[config.mk]
export PLATFORM = sky130hd
export DESIGN_NAME = luhn_card_number_classifier_unit_flat
export DESIGN_NICKNAME = d
export VERILOG_FILES = /design/src/rtl/core/lcnc_pkg.sv /design/src/rtl/core/lcnc_if.sv /design/src/rtl/core/lcnc_ctrl.sv /design/src/rtl/core/lcnc_dp.sv /design/src/rtl/core/luhn_card_number_classifier_unit.sv /design/src/flat_wrapper.sv
export SDC_FILE = /design/constraint.sdc
export NUM_CORES = 1
export LEC_CHECK = 0
export BUFFER_PORTS_ARGS = -buffer_cell sky130_fd_sc_hd__buf_2
export CAP_MARGIN = 20
export CORE_ASPECT_RATIO = 2
export CORE_MARGIN = 2
export CORE_UTILIZATION = 55
export DETAILED_ROUTE_END_ITERATION = 10
export PLACE_DENSITY = 0.73
export SYNTH_ARGS = -nofsm -noshare
export SYNTH_HDL_FRONTEND = slang
export SYNTH_SLANG_ARGS = --single-unit
[constraint.sdc]
create_clock -name clock -period 4 [get_ports clock]
set_input_delay 0.6 -clock clock [delete_from_list [all_inputs] [get_ports clock]]
set_output_delay 0.6 -clock clock [all_outputs]
set_load 0.03 [all_outputs]
[src/rtl/core/lcnc_pkg.sv]
package lcnc_pkg;

   localparam int CARD_W        = 63;
   localparam int COUNT_W       = 5;
   localparam int BRAND_W       = 2;
   localparam int DIGIT_W       = 4;
   localparam int NUM_DIGITS    = 19;
   localparam int BCD_W         = NUM_DIGITS * DIGIT_W;
   localparam int BITS_PER_STEP = 4;
   localparam int BIN_W         = 64;
   localparam int CONV_STEPS    = BIN_W / BITS_PER_STEP;
   localparam int STEP_W        = 5;

   localparam logic [DIGIT_W-1:0] RADIX         = 4'd10;
   localparam logic [DIGIT_W-1:0] DABBLE_THRESH = 4'd5;
   localparam logic [DIGIT_W-1:0] DABBLE_ADJ    = 4'd3;

   localparam logic [COUNT_W-1:0] LEN_SIXTEEN  = 5'd16;
   localparam logic [COUNT_W-1:0] LEN_FIFTEEN  = 5'd15;
   localparam logic [COUNT_W-1:0] LEN_THIRTEEN = 5'd13;

   // leading pairs split into their two decimal digits
   localparam logic [DIGIT_W-1:0] VISA_LEAD   = 4'd4;
   localparam logic [DIGIT_W-1:0] MC_LEAD     = 4'd5;
   localparam logic [DIGIT_W-1:0] MC_LOW      = 4'd1;
   localparam logic [DIGIT_W-1:0] MC_HIGH     = 4'd5;
   localparam logic [DIGIT_W-1:0] AMEX_LEAD   = 4'd3;
   localparam logic [DIGIT_W-1:0] AMEX_SEC_A  = 4'd4;
   localparam logic [DIGIT_W-1:0] AMEX_SEC_B  = 4'd7;

   localparam logic [BRAND_W-1:0] BRAND_INVALID = 2'd0;
   localparam logic [BRAND_W-1:0] BRAND_VISA    = 2'd1;
   localparam logic [BRAND_W-1:0] BRAND_MC      = 2'd2;
   localparam logic [BRAND_W-1:0] BRAND_AMEX    = 2'd3;

   typedef enum logic [3:0] {
      ST_IDLE   = 4'b0001,
      ST_CONV   = 4'b0010,
      ST_SCAN   = 4'b0100,
      ST_FINISH = 4'b1000
   } state_type;

   typedef struct packed {
      logic load;
      logic conv;
      logic scan;
      logic finish;
   } cmd_type;

   typedef struct packed {
      logic conv_last;
      logic scan_last;
   } stat_type;

endpackage

[src/rtl/core/lcnc_if.sv]
interface lcnc_req_if;
   logic                        valid;
   logic                        ready;
   logic [lcnc_pkg::CARD_W-1:0] card_number;

   modport source (output valid, output card_number, input ready);
   modport sink (input valid, input card_number, output ready);
endinterface

interface lcnc_rsp_if;
   logic                         valid;
   logic                         ready;
   logic                         luhn_ok;
   logic [lcnc_pkg::COUNT_W-1:0] digit_count;
   logic [lcnc_pkg::BRAND_W-1:0] brand;

   modport source (output valid, output luhn_ok, output digit_count, output brand,
                   input ready);
   modport sink (input valid, input luhn_ok, input digit_count, input brand,
                 output ready);
endinterface

[src/rtl/core/lcnc_ctrl.sv]
module lcnc_ctrl (
   input  logic               clock,
   input  logic               reset,
   input  logic               req_valid,
   output logic               req_ready,
   output logic               rsp_valid,
   input  logic               rsp_ready,
   input  lcnc_pkg::stat_type stat,
   output lcnc_pkg::cmd_type  cmd
);
   import lcnc_pkg::*;

   state_type state_ff, state_in;
   logic      rsp_valid_ff, rsp_valid_in;
   logic      out_free;

   assign req_ready = (state_ff == ST_IDLE);
   assign rsp_valid = rsp_valid_ff;
   assign out_free  = !rsp_valid_ff || rsp_ready;

   always_comb begin
      state_in   = state_ff;
      cmd        = '0;
      unique case (state_ff)
         ST_IDLE: begin
            if (req_valid) begin
               cmd.load = 1'b1;
               state_in = ST_CONV;
            end
         end
         ST_CONV: begin
            cmd.conv = 1'b1;
            if (stat.conv_last) state_in = ST_SCAN;
         end
         ST_SCAN: begin
            cmd.scan = 1'b1;
            if (stat.scan_last) state_in = ST_FINISH;
         end
         ST_FINISH: begin
            // hold until the output register can take the word
            if (out_free) begin
               cmd.finish = 1'b1;
               state_in   = ST_IDLE;
            end
         end
         default: state_in = ST_IDLE;
      endcase
   end

   always_comb begin
      rsp_valid_in = rsp_valid_ff;
      if (rsp_valid_ff && rsp_ready) rsp_valid_in = 1'b0;
      if (cmd.finish) rsp_valid_in = 1'b1;
   end

   always_ff @(posedge clock) begin
      if (reset) begin
         state_ff     <= ST_IDLE;
         rsp_valid_ff <= 1'b0;
      end else begin
         state_ff     <= state_in;
         rsp_valid_ff <= rsp_valid_in;
      end
   end

endmodule

[src/rtl/core/lcnc_dp.sv]
module lcnc_dp (
   input  logic                         clock,
   input  logic                         reset,
   input  lcnc_pkg::cmd_type            cmd,
   output lcnc_pkg::stat_type           stat,
   input  logic [lcnc_pkg::CARD_W-1:0]  card_number,
   output logic                         luhn_ok,
   output logic [lcnc_pkg::COUNT_W-1:0] digit_count,
   output logic [lcnc_pkg::BRAND_W-1:0] brand
);
   import lcnc_pkg::*;

   logic [BIN_W-1:0]   bin_ff, bin_in;
   logic [BCD_W-1:0]   bcd_ff, bcd_in;
   logic [STEP_W-1:0]  step_ff, step_in;
   logic [DIGIT_W-1:0] mod_ff, mod_in;
   logic [COUNT_W-1:0] count_ff, count_in;
   logic [DIGIT_W-1:0] lead_ff, lead_in;
   logic [DIGIT_W-1:0] second_ff, second_in;
   logic [DIGIT_W-1:0] prev_ff, prev_in;
   logic               ok_ff;
   logic [COUNT_W-1:0] dcount_ff;
   logic [BRAND_W-1:0] brand_ff;

   logic [BCD_W-1:0]   dabble;
   logic [DIGIT_W-1:0] digit;
   logic [DIGIT_W:0]   doubled;
   logic [DIGIT_W-1:0] contrib;
   logic [DIGIT_W:0]   mod_sum;
   logic               final_ok;
   logic [BRAND_W-1:0] final_brand;

   assign stat.conv_last = (step_ff == STEP_W'(CONV_STEPS - 1));
   assign stat.scan_last = (step_ff == STEP_W'(NUM_DIGITS - 1));

   // binary to decimal, four input bits per cycle
   always_comb begin
      logic [DIGIT_W-1:0] nib;
      dabble = bcd_ff;
      for (int k = 0; k < BITS_PER_STEP; k++) begin
         for (int j = 0; j < NUM_DIGITS; j++) begin
            nib = dabble[j*DIGIT_W +: DIGIT_W];
            if (nib >= DABBLE_THRESH) nib = nib + DABBLE_ADJ;
            dabble[j*DIGIT_W +: DIGIT_W] = nib;
         end
         dabble = {dabble[BCD_W-2:0], bin_ff[BIN_W-1-k]};
      end
   end

   // Luhn digit: rightmost digit is position one, even positions are doubled
   assign digit   = bcd_ff[DIGIT_W-1:0];
   assign doubled = {digit, 1'b0};
   always_comb begin
      if (!step_ff[0]) begin
         contrib = digit;
      end else if (doubled >= {1'b0, RADIX}) begin
         contrib = DIGIT_W'(doubled - {1'b0, RADIX - 4'd1});
      end else begin
         contrib = doubled[DIGIT_W-1:0];
      end
      mod_sum = {1'b0, mod_ff} + {1'b0, contrib};
      if (mod_sum >= {1'b0, RADIX}) mod_sum = mod_sum - {1'b0, RADIX};
   end

   always_comb begin
      bin_in    = bin_ff;
      bcd_in    = bcd_ff;
      step_in   = step_ff;
      mod_in    = mod_ff;
      count_in  = count_ff;
      lead_in   = lead_ff;
      second_in = second_ff;
      prev_in   = prev_ff;
      if (cmd.load) begin
         bin_in    = {{(BIN_W - CARD_W){1'b0}}, card_number};
         bcd_in    = '0;
         step_in   = '0;
         mod_in    = '0;
         count_in  = '0;
         lead_in   = '0;
         second_in = '0;
         prev_in   = '0;
      end else if (cmd.conv) begin
         bin_in  = bin_ff << BITS_PER_STEP;
         bcd_in  = dabble;
         step_in = stat.conv_last ? '0 : step_ff + 1'b1;
      end else if (cmd.scan) begin
         bcd_in  = bcd_ff >> DIGIT_W;
         step_in = step_ff + 1'b1;
         mod_in  = mod_sum[DIGIT_W-1:0];
         prev_in = digit;
         // track the most significant nonzero digit and the one below it
         if (digit != '0) begin
            count_in  = COUNT_W'(step_ff) + 1'b1;
            lead_in   = digit;
            second_in = prev_ff;
         end
      end
   end

   always_comb begin
      final_ok    = (mod_ff == '0);
      final_brand = BRAND_INVALID;
      if (final_ok) begin
         if ((count_ff == LEN_SIXTEEN || count_ff == LEN_THIRTEEN) && lead_ff == VISA_LEAD)
            final_brand = BRAND_VISA;
         else if (count_ff == LEN_SIXTEEN && lead_ff == MC_LEAD &&
                  second_ff >= MC_LOW && second_ff <= MC_HIGH)
            final_brand = BRAND_MC;
         else if (count_ff == LEN_FIFTEEN && lead_ff == AMEX_LEAD &&
                  (second_ff == AMEX_SEC_A || second_ff == AMEX_SEC_B))
            final_brand = BRAND_AMEX;
      end
   end

   always_ff @(posedge clock) begin
      if (reset) begin
         step_ff <= '0;
      end else begin
         step_ff <= step_in;
      end
   end

   always_ff @(posedge clock) begin
      bin_ff    <= bin_in;
      bcd_ff    <= bcd_in;
      mod_ff    <= mod_in;
      count_ff  <= count_in;
      lead_ff   <= lead_in;
      second_ff <= second_in;
      prev_ff   <= prev_in;
      if (cmd.finish) begin
         ok_ff     <= final_ok;
         dcount_ff <= count_ff;
         brand_ff  <= final_brand;
      end
   end

   assign luhn_ok     = ok_ff;
   assign digit_count = dcount_ff;
   assign brand       = brand_ff;

endmodule

[src/rtl/core/luhn_card_number_classifier_unit.sv]
// Flow: the accepted number goes through the shared binary-to-decimal shifter,
// four bits per step, then the one-digit-per-cycle Luhn scan, then classification
// into the output register once that register is free.
// A new card number is accepted only after the last one reaches the output
// register; a finished word waits there while the next number is accepted.
// Reset: synchronous, active high; clears the controller state and rsp valid.
module luhn_card_number_classifier_unit (
   input logic         clock,
   input logic         reset,
   lcnc_req_if.sink    req_ch,
   lcnc_rsp_if.source  rsp_ch
);
   import lcnc_pkg::*;

   cmd_type  cmd;
   stat_type stat;

   lcnc_ctrl u_ctrl (
      .clock     (clock),
      .reset     (reset),
      .req_valid (req_ch.valid),
      .req_ready (req_ch.ready),
      .rsp_valid (rsp_ch.valid),
      .rsp_ready (rsp_ch.ready),
      .stat      (stat),
      .cmd       (cmd)
   );

   lcnc_dp u_dp (
      .clock       (clock),
      .reset       (reset),
      .cmd         (cmd),
      .stat        (stat),
      .card_number (req_ch.card_number),
      .luhn_ok     (rsp_ch.luhn_ok),
      .digit_count (rsp_ch.digit_count),
      .brand       (rsp_ch.brand)
   );

   a_busy_after_accept: assert property (@(posedge clock) disable iff (reset)
      (req_ch.valid && req_ch.ready) |=> !req_ch.ready)
      else $error("accepted a new word while one is in flight");

   a_fail_is_invalid: assert property (@(posedge clock) disable iff (reset)
      (rsp_ch.valid && !rsp_ch.luhn_ok) |-> (rsp_ch.brand == BRAND_INVALID))
      else $error("brand reported on a failed Luhn check");

   a_count_range: assert property (@(posedge clock) disable iff (reset)
      rsp_ch.valid |-> (rsp_ch.digit_count <= COUNT_W'(NUM_DIGITS)))
      else $error("digit count out of range");

   a_conv_to_scan: assert property (@(posedge clock) disable iff (reset)
      (cmd.conv && stat.conv_last) |=> cmd.scan)
      else $error("scan did not follow conversion");

   a_one_cmd: assert property (@(posedge clock) disable iff (reset)
      $onehot0({cmd.load, cmd.conv, cmd.scan, cmd.finish}))
      else $error("conflicting datapath commands");

endmodule
[src/flat_wrapper.sv]
// flat-port wrapper written by rule: the top's interface ports become plain ports
module luhn_card_number_classifier_unit_flat import lcnc_pkg::*;
  (clock, reset, req_ch_valid, req_ch_card_number, req_ch_ready, rsp_ch_valid, rsp_ch_luhn_ok, rsp_ch_digit_count, rsp_ch_brand, rsp_ch_ready);
  lcnc_req_if req_ch_i ();
  lcnc_rsp_if rsp_ch_i ();
  input logic clock;
  input logic reset;
  input wire logic [$bits(req_ch_i.valid)-1:0] req_ch_valid;
  input wire logic [$bits(req_ch_i.card_number)-1:0] req_ch_card_number;
  output wire logic [$bits(req_ch_i.ready)-1:0] req_ch_ready;
  output wire logic [$bits(rsp_ch_i.valid)-1:0] rsp_ch_valid;
  output wire logic [$bits(rsp_ch_i.luhn_ok)-1:0] rsp_ch_luhn_ok;
  output wire logic [$bits(rsp_ch_i.digit_count)-1:0] rsp_ch_digit_count;
  output wire logic [$bits(rsp_ch_i.brand)-1:0] rsp_ch_brand;
  input wire logic [$bits(rsp_ch_i.ready)-1:0] rsp_ch_ready;
  assign req_ch_i.valid = req_ch_valid;
  assign req_ch_i.card_number = req_ch_card_number;
  assign req_ch_ready = req_ch_i.ready;
  assign rsp_ch_valid = rsp_ch_i.valid;
  assign rsp_ch_luhn_ok = rsp_ch_i.luhn_ok;
  assign rsp_ch_digit_count = rsp_ch_i.digit_count;
  assign rsp_ch_brand = rsp_ch_i.brand;
  assign rsp_ch_i.ready = rsp_ch_ready;
  luhn_card_number_classifier_unit u_core (.clock(clock), .reset(reset), .req_ch(req_ch_i), .rsp_ch(rsp_ch_i));
endmodule
==> summary.txt, run 1 <==
Power and ir drop
  • Psw: between 0.003 and 0.004 W
  • Clk network pwr share: about 23%
  • Sw Share: around two fifths
  • Peak VDD IR: 353 uV
  • Comb power frac: between 40% and 50%
  • Share of power burned in registers: a little under a third
  • Internal Power: ~0.0044 W
  • Pwr/cell area: 448 nW/um^2
  • P_leak: between 6 and 7 nW

CTS
  • H-tree depth: 4
  • CTS tree: yes
  • Clk sinks: about 180
  • Clock transition at path regs: 0.07 ns
  • Total CTS buffers: 17
  • Clk_lat worst skew: between 0.4 and 0.5 ns
  • Root Buffer: clkbuf_16
  • Setup bufs post-CTS: 0
  • Clock tree buffer depth: 2

Synthesis
  • Syn avg cell area: just under 8 sq um
  • Synth top area share: between 10 and 15%
  • Post-synth top area cell: dfxtp_1
  • Synth Flop Type: dfxtp_1
  • Most area-consuming cells after synthesis: dfxtp_1 (14%), edfxtp_1 (14%), nand2_1 (8.4%)
  • Syn Std Cell Area: between 15000 and 20000 sq um
  • Synth unique cells: 94
  • Post-synthesis instance total: approximately 2000
  • Seq/Total Area, Yosys: 28.3%
  • Post-synth EDFFs: 71
  • Synth Register Bits: around 180
  • Post-synth ARST share: 0%
  • Synth warn: 0
  • Syn nets: 2108

Worst setup path
  • Crit-path slowest cell: dfxtp_1
  • Critical Path Max Stage Delay: around 0.4 ns
  • Most common cell on crit path: ha_1
  • Critical path launch point type: flop
  • CP Cell Sequence: inv_1, ha_1, nor2b_1, or3_1, nand2_1, ha_1, o21bai_1, a21oi_1, o21a_1, ha_1, nor3_1, a221oi_1, a2bb2oi_1, nor3_2, mux2_2, o22ai_1
  • Max FO, Critical Path: 6
  • Worst Path Arrival: 4.12 ns
  • Buf/Inv on CP: 1
  • Crit path kind: flop to flop
  • CP endpoint kind: flop
  • Worst EP required: 4.37 ns
  • Worst path top cell family by delay: simple AND/OR/NAND/NOR gates

Global routing
  • GR Util All Layers: a little under a quarter
  • Total gr overflow: 0
  • First-pass GRT wire length: 58000 um
  • Largest net degree at the start of global routing: 85
  • Number of global-route vias before repair: 12500
  • Initial antenna violation count: 0

Placement
  • Number of I/O port buffers: 76
  • Gp weighted congestion: roughly 0.83
  • Area of placed instances: around 16000 sq um
  • Post-detail-place hpwl: between 20000 and 25000 um

Route
  • Vias/cell: about 6.0
  • Drt pass-1 iters: 5
  • Initial drt markers: around 860
  • Wire per inst: ~15 um
  • Drt total wl: around 35000 um
  • DRC Markers: 0
  • Routed Antenna Nets: 0
  • Vias: 14000

STA
  • Hold Vio Cnt, Final: 0
  • Pin slew with the least headroom to its limit: approximately 0.86 ns
  • Setup violations, final: 0
  • Final max-slew violation count: 0
  • Tcrit/Tclk final: 93.6%
  • TNS Setup: 0 ns
  • Min cycle time layout: 3.74 ns
  • Slew margin rel.: 42.4%
  • Peak Freq: 0.267 GHz
  • Fin Clk Skew: 0.00780 ns

Cells and area
  • Area grow syn2layout: 9.01%
  • Commonest non-fill, non-tap cells in the layout: nand2_1 (337), a21oi_1 (151), nor2_1 (127), inv_1 (110), dfxtp_1 (106)
  • Fraction of layout cells with a size suffix above 1: 11.9%
  • ANT cells: 0
  • Fin area: about 17000 sq um
  • Commonest non-fill, non-tap cell in the layout: nand2_1
  • Layout filler cell count: roughly 2500
  • Layout Nets: around 2100

Worst hold path
  • Worst min path class: input pin to flop

Floorplan
  • DIE HEIGHT: 239 um
  • Initial Util: 55.4%
  • IO Count: 77
  • Core Footprint: roughly 27000 sq um
  • Die Span X: 121 um
  • Die ar.: slightly below 30000 sq um
  • Rows: 86

Outcome
  • Status: complete, no violations

Flow run
  • Number of max-cap violations: 0
metrics by stage:
stage,worst slack [ns],util [%],power (W),std cells,hold WS [ns]
global placement,0.369,58.1,0.00565,2327,0.442
finish,0.258,60.4,0.00739,2360,0.403
CTS,0.0876,60.3,0.00739,2360,0.387
detailed placement,0.130,58.1,0.00571,2328,0.451
global route,-0.00770,60.4,0.00794,2360,0.401
floorplan,0.175,-,0.00505,1956,0.432
sequential cells by signal, indices dropped and copies added, names as in the netlist, 2 cells and up:
name / count
u_core.u_ctrl.state_ff: 4
u_core.u_dp.bcd_ff: 76
u_core.u_dp.bin_ff: 64
u_core.u_dp.brand: 2
u_core.u_dp.count_ff: 5
u_core.u_dp.digit_count: 5
u_core.u_dp.lead_ff: 4
u_core.u_dp.mod_ff: 4
u_core.u_dp.prev_ff: 4
u_core.u_dp.second_ff: 4
u_core.u_dp.step_ff: 5
power by group through the flow:
stage / Combinational, W / Sequential [W] / Clock (W)
global route: 0.00385 / 0.00232 / 0.00176
finish: 0.00342 / 0.00230 / 0.00167
CTS: 0.00340 / 0.00230 / 0.00170
floorplan: 0.00280 / 0.00226 / 0
global placement: 0.00331 / 0.00233 / 0
detailed placement: 0.00337 / 0.00234 / 0
logic make-up after synthesis:
kind of cell | share of synthesized area, %
flip-flops | 28.3
AND/OR/NAND/NOR | 21.2
AO/OA/AOI/OAI | 28.7
XOR/XNOR | 4.50
adder cells (fa/ha/maj) | 7.07
multiplexers | 5.15
buffers and inverters | 5.06
worst reg2reg max path, cell delays in order (launching register included):
cell and delay, ns:
dfxtp_1 0.40, inv_1 0.08, ha_1 0.22, nor2b_1 0.17
or3_1 0.40, nand2_1 0.20, ha_1 0.20, o21bai_1 0.13
a21oi_1 0.12, o21a_1 0.21, ha_1 0.25, nor3_1 0.21
a221oi_1 0.10, a2bb2oi_1 0.19, nor3_2 0.27, mux2_2 0.36
o22ai_1 0.13
worst paths after layout:
kind,startpoint,to,slack (ns),depth (start not counted)
worst min-delay path,req_ch_card_number[19],u_core.u_dp.bin_ff[19],0.40,3
worst max register to register,u_core.u_dp.bcd_ff[29],u_core.u_dp.bcd_ff[35],0.26,16
worst max-delay path,u_core.u_dp.bcd_ff[29],u_core.u_dp.bcd_ff[35],0.26,16
worst min register to register,u_core.u_dp.prev_ff[2],u_core.u_dp.second_ff[2],0.46,2
cell type report:
type / count / area, sq um / area share (%)
inverter: 118 / 445 / 2.70
clock inverter: 15 / 166 / 1.01
timing repair buffer: 99 / 576 / 3.48
clock buffer: 17 / 425 / 2.58
tap: 352 / 440 / 2.67
multi-input combinational: 1580 / 10200 / 61.6
sequential: 179 / 4300 / 26.0
layer usage:
layer | wire, um | global-route usage (%) | part of all wire (%)
met1 | 16400 | 31.9 | 47
met2 | 17000 | 40.4 | 49
met3 | 1050 | 2.98 | 3.0
met4 | 564 | 6.83 | 1.6
met5 | 0 | 0 | 0
repair_timing:
item                       4_1_cts  5_1_grt
hold buffers                     0        0
setup endpoints to repair        0       12
resized for setup                0       11
Yosys cell counts, types with 33 or more instances:
cell type / number
a22oi_1: 52
o21ai_0: 90
o22ai_1: 36
o21ai_1: 44
nor3_1: 33
inv_1: 110
dfxtp_1: 108
a31oi_1: 43
nand3_1: 36
clkbuf_1: 58
mux2i_1: 40
nand2_1: 339
ha_1: 84
edfxtp_1: 71
xnor2_1: 42
nor2_1: 128
a21oi_1: 152
Power figures use the tool's default switching activity.
==> run 2: changes to the inputs <==
- PLACE_DENSITY: 0.73 -> 0.8
==> run 2 against run 1 <==
Compared with the run above: final area up 0.33%; worst setup slack better by 0.017 ns; first-iteration DRC count up 33%; sequential share of layout area down 0.10 points; largest cell class unchanged; total power up 0.92%; highest routed layer unchanged; hold slack better by 0.012 ns; die area unchanged.
==> summary.txt, run 2 (synthesized netlist as in run 1, its figures left out) <==
Outcome
  • Status: complete, no violations (unchanged)

Global routing
  • First-pass GRT wire length: 60900 um (was 58000 um)
  • Number of global-route vias before repair: 13100 (was 12500)
  • Total gr overflow: 0 (unchanged)
  • Largest net degree at the start of global routing: 86 (was 85)
  • Initial antenna violation count: 1 (was 0)
  • GR Util All Layers: 25.0% (was 23.9%)

Power and ir drop
  • Clk network pwr share: 22.7% (was 22.6%)
  • P_leak: 6.62 nW (was 6.60 nW)
  • Pwr/cell area: 450 nW/um^2 (was 448 nW/um^2)
  • Share of power burned in registers: 30.9% (was 31.1%)
  • Comb power frac: 46.4% (was 46.3%)
  • Sw Share: 40.8% (was 41.1%)
  • Peak VDD IR: 415 uV (was 353 uV)
  • Internal Power: 0.00442 W (was 0.00436 W)
  • Psw: 0.00304 W (about the same)

Route
  • Wire per inst: 15.5 um (was 14.8 um)
  • Drt pass-1 iters: 6 (was 5)
  • Initial drt markers: 1150 (was 863)
  • Drt total wl: 36700 um (was 35000 um)
  • DRC Markers: 0 (unchanged)
  • Vias: 14400 (was 14000)
  • Routed Antenna Nets: 0 (unchanged)
  • Vias/cell: 6.10 (was 5.95)

Worst hold path
  • Hold Crit Start: req_ch_card_number[37] (was req_ch_card_number[19])
  • WHS Path Cells: 3 (unchanged)
  • Worst min path class: input pin to flop (unchanged)
  • Hold EP: u_core.u_dp.bin_ff[37] (was u_core.u_dp.bin_ff[19])

Cells and area
  • Fraction of layout cells with a size suffix above 1: 12.3% (was 11.9%)
  • Commonest non-fill, non-tap cell in the layout: nand2_1 (unchanged)
  • Commonest non-fill, non-tap cells in the layout: nand2_1 (335), a21oi_1 (151), nor2_1 (127), inv_1 (110), dfxtp_1 (108) (was nand2_1 (337), a21oi_1 (151), nor2_1 (127), inv_1 (110), dfxtp_1 (106))
  • Layout Nets: 2151 (was 2147)
  • Final core utilization: 60.6% (was 60.4%)
  • Max reg flops: 76 (unchanged)
  • Final cell count without fillers: 2365 (was 2360)
  • Layout filler cell count: 2419 (was 2532)
  • Area grow syn2layout: 9.37% (was 9.01%)
  • Largest registers: u_core.u_dp.bcd_ff (76), u_core.u_dp.bin_ff (64) (unchanged)
  • Top reg by flops: u_core.u_dp.bcd_ff (unchanged)

Worst setup path
  • Worst EP required: 4.30 ns (was 4.37 ns)
  • FF-to-FF setup slack: 0.27 ns (was 0.26 ns)
  • CP endpoint kind: flop (unchanged)
  • Worst reg-to-reg path cell count: 18 (was 16)
  • Crit-path slowest cell: dfxtp_1 (unchanged)
  • Worst R2R Start: u_core.u_dp.bcd_ff[32] (was u_core.u_dp.bcd_ff[29])
  • Worst Path Arrival: 4.02 ns (was 4.12 ns)
  • Max FO, Critical Path: 7 (was 6)
  • CP Cell Sequence: inv_1, ha_1, and2b_1, o21a_1, nor2_1, inv_1, ha_1, o21bai_1, a21oi_1, o21a_1, ha_1, nor2_1, a221o_1, a32o_1, nor2b_1, o21a_1, a21oi_1, o22ai_1 (was inv_1, ha_1, nor2b_1, or3_1, nand2_1, ha_1, o21bai_1, a21oi_1, o21a_1, ha_1, nor3_1, a221oi_1, a2bb2oi_1, nor3_2, mux2_2, o22ai_1)
  • Critical Path Max Stage Delay: 0.44 ns (was 0.40 ns)
  • Worst R2R End: u_core.u_dp.bcd_ff[34] (was u_core.u_dp.bcd_ff[35])
  • Critical path launch point type: flop (unchanged)
  • Crit path kind: flop to flop (unchanged)

Floorplan
  • Die ar.: 29000 sq um (unchanged)
  • Core Footprint: 27300 sq um (unchanged)
  • Rows: 86 (unchanged)
  • IO Count: 77 (unchanged)
  • Initial Util: 55.4% (unchanged)
  • DIE HEIGHT: 239 um (unchanged)
  • Die Span X: 121 um (unchanged)

CTS
  • CTS tree: yes (unchanged)
  • H-tree depth: 4 (unchanged)
  • Clk_lat worst skew: 0.44 ns (was 0.45 ns)
  • Root Buffer: clkbuf_16 (unchanged)
  • Clock tree buffer depth: 2 (unchanged)
  • Total CTS buffers: 17 (unchanged)
  • # hold bufs at CTS: 0 (unchanged)
  • Clk sinks: 179 (unchanged)
  • Clock transition at path regs: 0.07 ns (about the same)

Placement
  • Gp weighted congestion: 0.872 (was 0.828)
  • Dpl cells: 2330 (was 2328)
  • Number of I/O port buffers: 76 (unchanged)
  • Post-detail-place hpwl: 25900 um (was 24600 um)

STA
  • Tcrit/Tclk final: 93.1% (was 93.6%)
  • Setup violations, final: 0 (unchanged)
  • Slew margin rel.: 38.0% (was 42.4%)
  • WHS: 0.414 ns (was 0.403 ns)
  • Fin Clk Skew: 0.0107 ns (was 0.00780 ns)
  • Min cycle time layout: 3.73 ns (was 3.74 ns)
  • Pin slew with the least headroom to its limit: 0.927 ns (was 0.862 ns)
  • Peak Freq: 0.268 GHz (was 0.267 GHz)
  • Final max-slew violation count: 0 (unchanged)
  • Hold Vio Cnt, Final: 0 (unchanged)

Flow run
  • Number of max-cap violations: 0 (unchanged)
[run 2: critical path: cells and delay by family (launching register included)]
| family | cells | cell delay (ns) |
|---|---|---|
| AOI/OAI and AO/OA | 9 | 1.75 |
| adders and majority gates | 3 | 0.63 |
| and+or+nand+nor | 4 | 0.59 |
| DFF | 1 | 0.44 |
| buffers and inverters | 2 | 0.17 |
[run 2: how the worst max path moves through the flow]
stage,start,end,depth (start not counted)
4_1_cts,u_core.u_dp.bcd_ff[40],u_core.u_dp.bcd_ff[43],18
3_3_place_gp,u_core.u_dp.bcd_ff[32],u_core.u_dp.bcd_ff[35],17
5_1_grt,u_core.u_dp.bcd_ff[32],u_core.u_dp.bcd_ff[34],18
6_report,u_core.u_dp.bcd_ff[32],u_core.u_dp.bcd_ff[34],18
2_1_floorplan,u_core.u_ctrl.state_ff[3],u_core.u_dp.bcd_ff[72],6
3_5_place_dp,u_core.u_dp.bcd_ff[29],u_core.u_dp.bcd_ff[35],16
[run 2: what timing repair did]
| item | 4_1_cts | 5_1_grt |
|---|---|---|
| setup buffers | 0 | 1 |
| gates resized for setup | 0 | 18 |
| endpoints found under the setup margin | 0 | 14 |
[run 2: routing by layer]
layer,GRT usage (%),vias up,wire (um)
li1,-,7238,-
met1,32.5,6826,16300
met2,43.1,312,18400
met3,2.86,48,1220
met4,7.91,0,659
met5,0,-,0
[run 2: power by group through the flow]
stage | combinational, W | clock (W) | sequential (W)
floorplan | 0.00280 | 0 | 0.00226
global placement | 0.00331 | 0 | 0.00233
detailed placement | 0.00339 | 0 | 0.00234
CTS | 0.00342 | 0.00171 | 0.00230
global route | 0.00389 | 0.00178 | 0.00233
finish | 0.00346 | 0.00170 | 0.00230
[run 2: metrics by stage]
| stage | area [sq um] | setup TNS (ns) | worst slack [ns] | total power [W] |
|---|---|---|---|---|
| after floorplan | 15200 | 0 | 0.175 | 0.00505 |
| after global placement | 15900 | 0 | 0.368 | 0.00565 |
| after detailed placement | 15900 | 0 | 0.242 | 0.00573 |
| after CTS | 16500 | 0 | 0.199 | 0.00743 |
| after global routing | 16600 | -0.0653 | -0.0389 | 0.00800 |
| final | 16600 | 0 | 0.275 | 0.00746 |
[run 2: layout make-up]
cell class	count	area, sq um	area share [%]
Tap cell	352	440	2.66
Antenna cell	1	2.50	0.0151
Clock inverter	14	159	0.959
Multi-Input combinational cell	1580	10200	61.5
Sequential cell	179	4290	25.9
Inverter	118	445	2.69
Timing Repair Buffer	103	606	3.65
Clock buffer	18	429	2.59
==> run 3: changes to the inputs <==
- RECOVER_POWER: unset -> 100
==> run 3 against run 2 <==
Compared with the run above: the flow now finishes with violations (max-capacitance violations, max-slew violations); first-iteration DRC count down 2.6%; core utilization down 0.23 points; register-to-register slack about the same; count of clock-buffer cells in the layout unchanged; clock skew up 0.0012 ns; via count down 0.24%; sequential cell count unchanged; final area down 0.38%.
==> summary.txt, run 3 (synthesized netlist as in run 1, its figures left out) <==
Flow run
  • Number of max-cap violations: 2 (was 0)

CTS
  • CTS tree: yes (unchanged)
  • Clock tree buffer depth: 2 (unchanged)
  • Total CTS buffers: 17 (unchanged)
  • Clock transition at path regs: 0.07 ns (about the same)
  • Clk sinks: 179 (unchanged)
  • Clk_lat worst skew: 0.45 ns (was 0.44 ns)
  • H-tree depth: 4 (unchanged)
  • Root Buffer: clkbuf_16 (unchanged)
  • # hold bufs at CTS: 0 (unchanged)

Power and ir drop
  • P_leak: 6.58 nW (was 6.62 nW)
  • Share of power burned in registers: 30.9% (about the same)
  • Psw: 0.00304 W (about the same)
  • Clk network pwr share: 22.8% (was 22.7%)
  • Pwr/cell area: 451 nW/um^2 (was 450 nW/um^2)
  • Internal Power: 0.00441 W (was 0.00442 W)
  • Sw Share: 40.8% (about the same)
  • Total power: 0.00744 W (was 0.00746 W)
  • Comb power frac: 46.2% (was 46.4%)
  • Peak VDD IR: 415 uV (about the same)

Floorplan
  • Die ar.: 29000 sq um (unchanged)
  • Initial Util: 55.4% (unchanged)
  • DIE HEIGHT: 239 um (unchanged)
  • Core Footprint: 27300 sq um (unchanged)
  • IO Count: 77 (unchanged)
  • Rows: 86 (unchanged)
  • Die Span X: 121 um (unchanged)

Placement
  • Post-detail-place hpwl: 25900 um (unchanged)
  • Dpl cells: 2330 (unchanged)
  • Number of I/O port buffers: 76 (unchanged)
  • Gp weighted congestion: 0.872 (unchanged)
  • Dpl ws: 0.242 ns (unchanged)

STA
  • Peak Freq: 0.268 GHz (about the same)
  • WHS: 0.413 ns (was 0.414 ns)
  • TNS Setup: 0 ns (unchanged)
  • Pin slew with the least headroom to its limit: 1.76 ns (was 0.927 ns)
  • Hold Vio Cnt, Final: 0 (unchanged)
  • Setup WS post-layout: 0.267 ns (was 0.275 ns)
  • Fin Clk Skew: 0.0119 ns (was 0.0107 ns)
  • Tcrit/Tclk final: 93.3% (was 93.1%)
  • Slew margin rel.: -17.0% (was 38.0%)
  • Setup violations, final: 0 (unchanged)
  • Min cycle time layout: 3.73 ns (about the same)
  • Final max-slew violation count: 91 (was 0)

Worst setup path
  • CP Cell Sequence: inv_1, ha_1, and2b_1, o21a_1, nor2_1, inv_1, ha_1, o21bai_1, a21oi_1, o21a_1, ha_1, nor2_1, a221o_1, a32o_1, nor2b_1, o21a_1, a21oi_1, o22ai_1 (unchanged)
  • Max FO, Critical Path: 7 (unchanged)
  • Crit path kind: flop to flop (unchanged)
  • Worst Path Arrival: 4.03 ns (was 4.02 ns)
  • Worst path top cell family by delay: compound AO/OA/AOI/OAI gates (unchanged)
  • Worst EP required: 4.30 ns (about the same)
  • Critical path depth: 18 (unchanged)
  • Critical Path Max Stage Delay: 0.44 ns (about the same)
  • Worst reg-to-reg path cell count: 18 (unchanged)
  • Critical path launch point type: flop (unchanged)
  • Buf/Inv on CP: 2 (unchanged)
  • CP endpoint kind: flop (unchanged)
  • Crit-path slowest cell: dfxtp_1 (unchanged)

Global routing
  • First-pass GRT wire length: 60900 um (unchanged)
  • Total gr overflow: 0 (unchanged)
  • Largest net degree at the start of global routing: 86 (unchanged)
  • Initial antenna violation count: 1 (unchanged)
  • GR Util All Layers: 25.0% (unchanged)
  • Number of global-route vias before repair: 13100 (unchanged)

Cells and area
  • Commonest non-fill, non-tap cells in the layout: nand2_1 (336), a21oi_1 (152), nor2_1 (127), inv_1 (110), dfxtp_1 (108) (was nand2_1 (335), a21oi_1 (151), nor2_1 (127), inv_1 (110), dfxtp_1 (108))
  • Area grow syn2layout: 8.96% (was 9.37%)
  • Commonest non-fill, non-tap cell in the layout: nand2_1 (unchanged)
  • Top reg by flops: u_core.u_dp.bcd_ff (unchanged)
  • Layout filler cell count: 2437 (was 2419)
  • Final cell count without fillers: 2365 (unchanged)
  • Largest registers: u_core.u_dp.bcd_ff (76), u_core.u_dp.bin_ff (64) (unchanged)
  • Fraction of layout cells with a size suffix above 1: 11.2% (was 12.3%)
  • Layout Nets: 2151 (unchanged)
  • Max reg flops: 76 (unchanged)

Route
  • Initial drt markers: 1120 (was 1150)
  • Wire per inst: 15.5 um (about the same)
  • Vias/cell: 6.08 (was 6.10)
  • Routed Antenna Nets: 0 (unchanged)
  • Drt pass-1 iters: 6 (unchanged)
  • DRC Markers: 0 (unchanged)
  • Drt total wl: 36700 um (about the same)
  • Vias: 14400 (about the same)

Outcome
  • Status: finished, violations left (was complete, no violations)
  • Failing checks: max-capacitance violations, max-slew violations

Worst hold path
  • WHS Path Cells: 3 (unchanged)
  • Worst min path class: input pin to flop (unchanged)
-- run 3: cell types whose count changed in the layout (fill, tap and decap cells not counted), sizes merged --
cell,before,now
buf,102,87
clkbuf,19,34
clkinv,7,8
inv,123,122
-- run 3: per-stage QoR --
| stage | utilization (%) | instance area (sq um) |
|---|---|---|
| finish | 60.4 | 16500 |
| global route | 60.4 | 16500 |
| CTS | 60.3 | 16500 |
| detailed placement | 58.2 | 15900 |
| global placement | 58.2 | 15900 |
| floorplan | - | 15200 |
-- run 3: final cells by class --
class | instances | area, sq um | share of cell area [%]
Tap cell | 352 | 440 | 2.67
Multi-Input combinational cell | 1580 | 10200 | 61.5
Clock buffer | 18 | 429 | 2.60
Timing Repair Buffer | 103 | 578 | 3.50
Inverter | 118 | 445 | 2.70
Clock inverter | 14 | 159 | 0.962
Antenna cell | 1 | 2.50 | 0.0152
Sequential cell | 179 | 4290 | 26.0
-- run 3: layer usage --
layer | wire [um] | share of wire, % | up-vias | track usage [%]
met1 | 16100 | 44 | 6743 | 32.5
met2 | 18400 | 50 | 361 | 43.1
li1 | - | - | 7236 | -
met4 | 705 | 1.9 | 0 | 7.91
met3 | 1430 | 3.9 | 50 | 2.86
met5 | 0 | 0 | - | 0
-- run 3: power by group through the flow --
stage	combinational, W	sequential, W	clock, W
final	0.00344	0.00230	0.00170
after global routing	0.00387	0.00233	0.00178
after CTS	0.00342	0.00230	0.00171
after detailed placement	0.00339	0.00234	0
after global placement	0.00331	0.00233	0
after floorplan	0.00280	0.00226	0
-- run 3: worst paths after layout --
path / slack, ns / start / end
setup / recovery: 0.27 / u_core.u_dp.bcd_ff[32] / u_core.u_dp.bcd_ff[34]
hold / removal: 0.41 / req_ch_card_number[49] / u_core.u_dp.bin_ff[49]
setup reg to reg: 0.27 / u_core.u_dp.bcd_ff[32] / u_core.u_dp.bcd_ff[34]
hold reg to reg: 0.46 / u_core.u_dp.prev_ff[2] / u_core.u_dp.second_ff[2]
-- run 3: worst register-to-register path, stage by stage (launching register included) --
cell and delay (ns):
dfxtp_1 0.44, inv_1 0.11, ha_1 0.22, and2b_1 0.22, o21a_1 0.22, nor2_1 0.12
inv_1 0.06, ha_1 0.19, o21bai_1 0.17, a21oi_1 0.21, o21a_1 0.17, ha_1 0.22
nor2_1 0.07, a221o_1 0.30, a32o_1 0.34, nor2b_1 0.17, o21a_1 0.17, a21oi_1 0.11
o22ai_1 0.08
-- run 3: timing repair --
| item | CTS | global route |
|---|---|---|
| endpoints found under the setup margin | 0 | 14 |
| buffers inserted | 0 | 1 |
| resized for setup | 0 | 18 |
